$ cat src/rtl/bafk_ram.sv
// ----------------------------------------------------------------------------
// bafk_ram
// Simple dual-port RAM, one write port, one registered read port.
// ----------------------------------------------------------------------------
module bafk_ram #(
  parameter int unsigned WIDTH = 8,
  parameter int unsigned DEPTH = 16
) (
  input  logic                     clk,
  input  logic                     we,
  input  logic [$clog2(DEPTH)-1:0] waddr,
  input  logic [WIDTH-1:0]         wdata,
  input  logic [$clog2(DEPTH)-1:0] raddr,
  output logic [WIDTH-1:0]         rdata
);

  logic [WIDTH-1:0] mem [DEPTH];

  always_ff @(posedge clk) begin
    if (we) begin
      mem[waddr] <= wdata;
    end
    rdata <= mem[raddr];
  end

endmodule

$ cat config.mk
export PLATFORM = sky130hd
export DESIGN_NAME = bafk_ram
export DESIGN_NICKNAME = d
export VERILOG_FILES = /design/src/rtl/bafk_ram.sv
export SDC_FILE = /design/constraint.sdc
export NUM_CORES = 1
export LEC_CHECK = 0
export BUFFER_PORTS_ARGS = -buffer_cell sky130_fd_sc_hd__buf_2
export CAP_MARGIN = 20
export CORE_MARGIN = 1
export CORE_UTILIZATION = 25
export CTS_CLUSTER_DIAMETER = 50
export DETAILED_ROUTE_END_ITERATION = 10
export GPL_ROUTABILITY_DRIVEN = 0
export PLACE_DENSITY = 0.37
export SYNTH_ARGS = -nofsm -noshare
export SYNTH_HDL_FRONTEND = slang
export SYNTH_SLANG_ARGS = --single-unit
$ cat constraint.sdc
create_clock -name clk -period 2.3 [get_ports clk]
set_input_delay 0.115 -clock clk [delete_from_list [all_inputs] [get_ports clk]]
set_output_delay 0.115 -clock clk [all_outputs]
set_load 0.02 [all_outputs]
; After elaboration in Yosys (flattened, before gate mapping)
; Memory sizes are Yosys's and may differ from the RTL's. A register that Yosys moved wholly into a read port is not among the register bits.
; Cells that the tools add are included.
[classes]
muxes = 2
[ops]
columns = operator, n
row1 = $mux 1, 2
[totals]
regBits = 0
ramBits = 128
input_bits = 18
output_inout_bits = 8
wordCells = 3
mem_count = 1
[memory_table]
columns = name, depth, width, rd, rd_ports_with_merged_regs, write_ports, line
row1 = mem, 16, 8, 1, 1, 1, 17  ; logic [WIDTH-1:0] mem [DEPTH];

; Longest topological paths before layout
; Gate-level depths: netlist (run 1).
[logic_depth]
depth_word = 2
depth_mapped = 5
mapped_depth_nobuf = 3

; Least setup slack after synthesis (run 1)
; No wires, ideal clock.
[synth_timing]
kind = input-to-reg
startpoint = input waddr[2]
endpoint = memory mem[0][0], enable pin
arrival_ns = 1.225
required_time_ns = 1.917
slack_ns = 0.692
path_stages = 2
path_buffers = 0
cell_sequence = or3b_2 -> nor3_1
[synth_rtl]
columns = item, line
row1 = start: declaration, 11  ; input logic [$clog2(DEPTH)-1:0] waddr,
row2 = end: declaration, 17
; No word-level cell before the write port.

==> results of run 1 <==
==> registers in the layout, indices dropped and copies added (netlist names) <==
register / count
mem: 128
rdata: 8
==> path summary, 6_finish.rpt <==
| kind | end | slack, ns | cells past startpoint |
|---|---|---|---|
| hold reg to reg | rdata[6] | 0.69 | 3 |
| setup / recovery | rdata[1] | 0.93 | 3 |
| setup reg to reg | rdata[1] | 0.93 | 3 |
| hold / removal | mem[15][0] | 0.1 | 1 |
==> power by group through the flow <==
stage	Combinational, mW	Sequential (mW)	Clock (mW)
floorplan	0.141	2.85	0
global placement	0.290	2.84	0
detailed placement	0.292	2.84	0
CTS	0.292	2.79	2.81
global route	0.309	2.79	2.92
finish	0.284	2.79	2.74
==> cell type report <==
class                      count  area, µm²  area share
antenna                        1       2.50    0.000397
clock buffer                  19        433      0.0687
tap                          270        338      0.0536
timing repair buffer          45        313      0.0496
sequential                   136       4000       0.635
multi-input combinational     83       1060       0.168
clock inverter                13        159      0.0252
==> stage by stage <==
stage          instances  power [mW]  instance area (µm²)  utilization  hold WS, ns
2_1_floorplan        229        3.00                 5150            -        0.214
3_5_place_dp         534        3.13                 5710        0.282        0.533
4_1_cts              566        5.89                 6300        0.312       0.0858
5_1_grt              566        6.02                 6300        0.312       0.0905
6_report             567        5.81                 6310        0.312       0.0969
3_3_place_gp         534        3.13                 5710        0.282        0.522
==> metal layers <==
layer | vias to the layer above | GRT usage | wire, µm
met5 | - | 0 | 0
met4 | 0 | 0.0442 | 136
met3 | 13 | 0.0382 | 354
met2 | 44 | 0.170 | 5240
met1 | 1272 | 0.156 | 5530
li1 | 1082 | - | -
==> cells in the mapped netlist, drive strengths merged <==
master | n | area (µm²)
mux4 | 32 | 773
dfxtp | 8 | 160
or3b | 1 | 8.76
nand3 | 1 | 5.00
a22oi | 16 | 120
nand2 | 9 | 33.8
buf | 7 | 56.3
nor2b | 1 | 6.26
clkdlybuf4s25 | 3 | 30.0
nor3 | 4 | 20.0
nor2 | 13 | 48.8
nand3b | 2 | 15.0
nand2b | 2 | 12.5
edfxtp | 128 | 3840
and2 | 1 | 6.26
and2b | 1 | 7.51
==> worst max-delay path: stages (launching register included) <==
cell and delay (ns):
edfxtp_1 0.35, mux4_1 0.50, a22oi_1 0.31, nand2_1 0.09
==> cell families (layout without fill, tap and decap cells) <==
kind of cell / after synthesis / in the layout / synth area share
flops: 136 / 136 / 0.778
simple gates: 35 / 35 / 0.0318
mux: 32 / 32 / 0.150
compound gates: 16 / 16 / 0.0233
buf+inv: 10 / 77 / 0.0168
other cells: 0 / 1 / 0
==> flow_metrics.py, run 1 <==
metrics = {
    "outcome": {
        "status": "completed",
    },
    "synthesis": {
        "synth_nets": 247,
        "yosysWarnings": 0,
        "synth_cell_type_count": 19,
        "ys_ff_latch": 136,
        "synthCells": 229,
        "synth.cell_area_um2": 5150,
        "syn_avg_cell_area_um2": 22.5,
        "yosysSeqAreaShare": 0.778,
    },
    "worst_hold_path": {
        "hold_path_class": "primary input to flip-flop",
        "worstHoldStart": "wdata[0]",
    },
    "critical_path": {
        "reg2reg_from": "mem[9][1]",
        "cp-start-kind": "flip-flop",
        "worstPathRequired_ns": 2.59,
        "cp-startpoint": "mem[9][1]",
        "crit_fanout": 1,
        "cp.arrival_ns": 1.66,
        "cp-end-kind": "flip-flop",
        "path_class": "flip-flop to flip-flop",
    },
    "pwr": {
        "power_density_nw_per_um2": 922,
        "pwr-share-comb": 0.049,
        "switching_share": 0.196,
        "switching_power_mw": 1.14,
        "p_leak_nw": 2.11,
        "ir_drop_mv": 0.511,
        "p_seq_frac": 0.480,
        "p_int_mw": 4.67,
        "clock_power_share": 0.471,
    },
    "route": {
        "viasPerCell": 4.25,
        "wire_per_inst_um": 19.8,
        "drc_errors": 0,
        "wirelength_um": 11300,
        "drt_iter0_drc": 154,
        "via_count": 2411,
        "drtAntennaViolNets": 0,
        "dr.pass1.iters": 4,
    },
    "timing": {
        "min_period_over_period": 0.597,
        "rsz0062_at_grt": "no",
        "slew_headroom": 0.450,
        "fin_crit_ns": 1.37,
        "tightest_slew_ns": 0.822,
        "max_freq_mhz": 728,
        "finalHoldViolCount": 0,
        "worst_slack_ns": 0.927,
        "fin_skew_ns": 0.00469,
        "setup_violations": 0,
        "slew_viol_final": 0,
        "tns_ns": 0,
    },
    "cells_and_area": {
        "nFillCells": 1959,
        "mostFrequentLayoutCell": "edfxtp_1",
        "final_nets": 301,
        "layout_common_cells": "128 x edfxtp_1, 25 x buf_2, 18 x mux4_2",
        "drive_gt1_frac": 0.301,
        "syn_to_final_growth_pct": 22.5,
    },
    "cts": {
        "path_clk_slew_ns": 0.06,
        "cts_max_path_buffers": 2,
        "insertion_delay_ns": 0.41,
        "htreeDepth": 4,
        "cts_tree": "yes",
        "cts.sinks": 136,
        "cts.repair.resized": 0,
        "numCtsBuffers": 17,
        "cts_setup_buffers": 0,
        "cts-root-buf": "clkbuf_16",
        "postCtsHoldBufs": 0,
    },
    "floorplan": {
        "coreArea_um2": 20200,
        "start_util": 0.254,
        "die_h_um": 145,
        "io_pins": 26,
        "die_w_um": 145,
        "rows": 52,
        "die-area_um2": 21200,
    },
    "global_routing": {
        "grt_overflow": 0,
        "grt_pass1_wl_um": 16900,
        "grt_pass1_vias": 2564,
        "track_usage": 0.115,
        "grt_max_degree": 33,
        "antenna_found_initial": 1,
    },
    "placed_design": {
        "numPortBuffers": 25,
        "dpl_worst_slack_ns": 0.522,
        "hpwl_um": 7050,
    },
    "run": {
        "cap_violations": 0,
    },
}
Power figures use the tool's default switching activity.
==> run 2: changes to the inputs <==
--- a/config.mk
+++ b/config.mk
@@ -12,7 +12,7 @@
 export CTS_CLUSTER_DIAMETER = 50
 export DETAILED_ROUTE_END_ITERATION = 10
 export GPL_ROUTABILITY_DRIVEN = 0
-export PLACE_DENSITY = 0.37
+export PLACE_DENSITY = 0.39
 export SYNTH_ARGS = -nofsm -noshare
 export SYNTH_HDL_FRONTEND = slang
 export SYNTH_SLANG_ARGS = --single-unit
==> constraint.sdc (replaced) <==
create_clock -name clk -period 1.2 [get_ports clk]
set_input_delay 0.06 -clock clk [delete_from_list [all_inputs] [get_ports clk]]
set_output_delay 0.06 -clock clk [all_outputs]
set_load 0.02 [all_outputs]
==> flow_metrics.py, run 2 (same netlist as run 1, synthesis figures left out) <==
metrics = {
    "outcome": {
        "status": "finished, violations left",
        "violations": "setup timing",
    },
    "placed_design": {
        "numPortBuffers": 25,
        "hpwl_um": 7680,
    },
    "route": {
        "wire_per_inst_um": 19.4,
        "drt_iter0_drc": 200,
        "wirelength_um": 11400,
        "viasPerCell": 4.17,
        "dr.pass1.iters": 4,
        "drtAntennaViolNets": 0,
        "via_count": 2452,
        "drc_errors": 0,
    },
    "cells_and_area": {
        "syn_to_final_growth_pct": 26.8,
        "mostFrequentLayoutCell": "edfxtp_1",
        "largest_reg_flops": 128,
        "drive_gt1_frac": 0.431,
        "nFillCells": 1943,
        "layout_common_cells": "128 x edfxtp_1, 38 x buf_4, 28 x mux4_2",
        "regMostFlops": "mem",
        "seqCellArea_um2": 4000,
        "fin_util": 0.322,
        "multi_input_area_um2": 1080,
        "largestRegisters": "mem: 128 flops, rdata: 8 flops",
        "n_antenna_cell": 0,
        "final_nets": 323,
    },
    "floorplan": {
        "io_pins": 26,
        "rows": 52,
        "coreArea_um2": 20200,
        "die_w_um": 145,
        "die-area_um2": 21200,
        "die_h_um": 145,
        "start_util": 0.254,
    },
    "pwr": {
        "p_seq_frac": 0.475,
        "pwr-share-comb": 0.055,
        "p_leak_nw": 2.19,
        "ir_drop_mv": 0.789,
        "power_density_nw_per_um2": 1720,
        "clock_power_share": 0.470,
        "switching_share": 0.197,
        "p_int_mw": 9.03,
        "switching_power_mw": 2.22,
    },
    "cts": {
        "cts_tree": "yes",
        "insertion_delay_ns": 0.42,
        "htreeDepth": 4,
        "numCtsBuffers": 17,
        "postCtsHoldBufs": 0,
        "cts-root-buf": "clkbuf_16",
        "cts.sinks": 136,
        "path_clk_slew_ns": 0.06,
        "cts_max_path_buffers": 2,
    },
    "critical_path": {
        "cp.arrival_ns": 1.62,
        "crit_fanout": 1,
        "path_class": "flip-flop to flip-flop",
        "cp-end-kind": "flip-flop",
        "worstPathRequired_ns": 1.50,
        "cp-start-kind": "flip-flop",
    },
    "timing": {
        "tns_ns": -0.558,
        "tightest_slew_ns": 1.14,
        "min_period_over_period": 1.10,
        "slew_viol_final": 0,
        "worst_slack_ns": -0.121,
        "fin_crit_ns": 1.32,
        "rsz0062_at_grt": "yes",
        "finalHoldViolCount": 0,
        "setup_violations": 8,
        "holdWs_ns": 0.0311,
        "fin_skew_ns": 0.00605,
        "max_freq_mhz": 757,
        "slew_headroom": 0.238,
    },
    "worst_hold_path": {
        "hold_path_class": "primary input to flip-flop",
    },
    "global_routing": {
        "grt_pass1_wl_um": 17400,
        "grt_max_degree": 17,
        "track_usage": 0.118,
        "grt_pass1_vias": 2656,
        "antenna_found_initial": 0,
        "grt_overflow": 0,
    },
    "run": {
        "cap_violations": 0,
    },
}
-- run 2: cell count changes in the layout (fill, tap and decap cells not counted), moves of 3 or more --
cell,previous run,this run
a22oi_1,16,6
a22oi_2,0,10
buf_4,17,38
clkbuf_8,0,4
mux4_1,14,4
mux4_2,18,28
nor3_1,4,1
nor3_2,0,3
-- run 2: through the flow --
| stage | area, µm² | instances | total power, mW | setup slack [ns] |
|---|---|---|---|---|
| final | 6530 | 588 | 11.3 | -0.121 |
| after global routing | 6530 | 588 | 11.6 | -0.162 |
| after CTS | 6540 | 589 | 11.4 | -0.120 |
| after detailed placement | 5910 | 557 | 6.05 | -0.382 |
| after global placement | 5910 | 557 | 6.05 | -0.371 |
| after floorplan | 5170 | 229 | 5.75 | -0.126 |
-- run 2: power groups by stage --
stage | registers [mW] | clock network [mW] | logic [mW]
2_1_floorplan | 5.47 | 0 | 0.274
3_3_place_gp | 5.44 | 0 | 0.604
3_5_place_dp | 5.44 | 0 | 0.608
4_1_cts | 5.35 | 5.38 | 0.641
5_1_grt | 5.35 | 5.57 | 0.678
6_report | 5.34 | 5.28 | 0.622
-- run 2: area by class of cell --
class	instances	area share
flip-flops and latches	136	0.614
clock buffers	22	0.0742
clock inverters	10	0.0190
multi-input cells	83	0.166
repair buffers	67	0.0752
well taps	270	0.0518
-- run 2: path summary, 6_finish.rpt --
| kind | from | cells past startpoint | to | slack [ns] |
|---|---|---|---|---|
| hold reg to reg | mem[14][5] | 3 | rdata[5] | 0.67 |
| setup / recovery | mem[7][1] | 3 | rdata[1] | -0.12 |
| hold / removal | wdata[3] | 1 | mem[5][3] | 0.03 |
| setup reg to reg | mem[7][1] | 3 | rdata[1] | -0.12 |
-- run 2: critical path, cell delays in order, from the launching register on --
cell and delay (ns):
edfxtp_1 0.36, mux4_2 0.51, a22oi_2 0.25, nand2_1 0.09
-- run 2: what timing repair did --
item                                    in CTS  in global routing
resized for setup                           19                  1
endpoints found under the setup margin       8                  8
setup buffers                                0                  0
pin swaps                                   11                  6
-- run 2: per-layer routing --
layer	GRT usage	vias to the layer above	share of wire
met3	0.0339	11	0.054
met1	0.166	1270	0.49
met4	0.0442	0	0.011
met5	0	-	0
met2	0.171	59	0.45
li1	-	1112	-
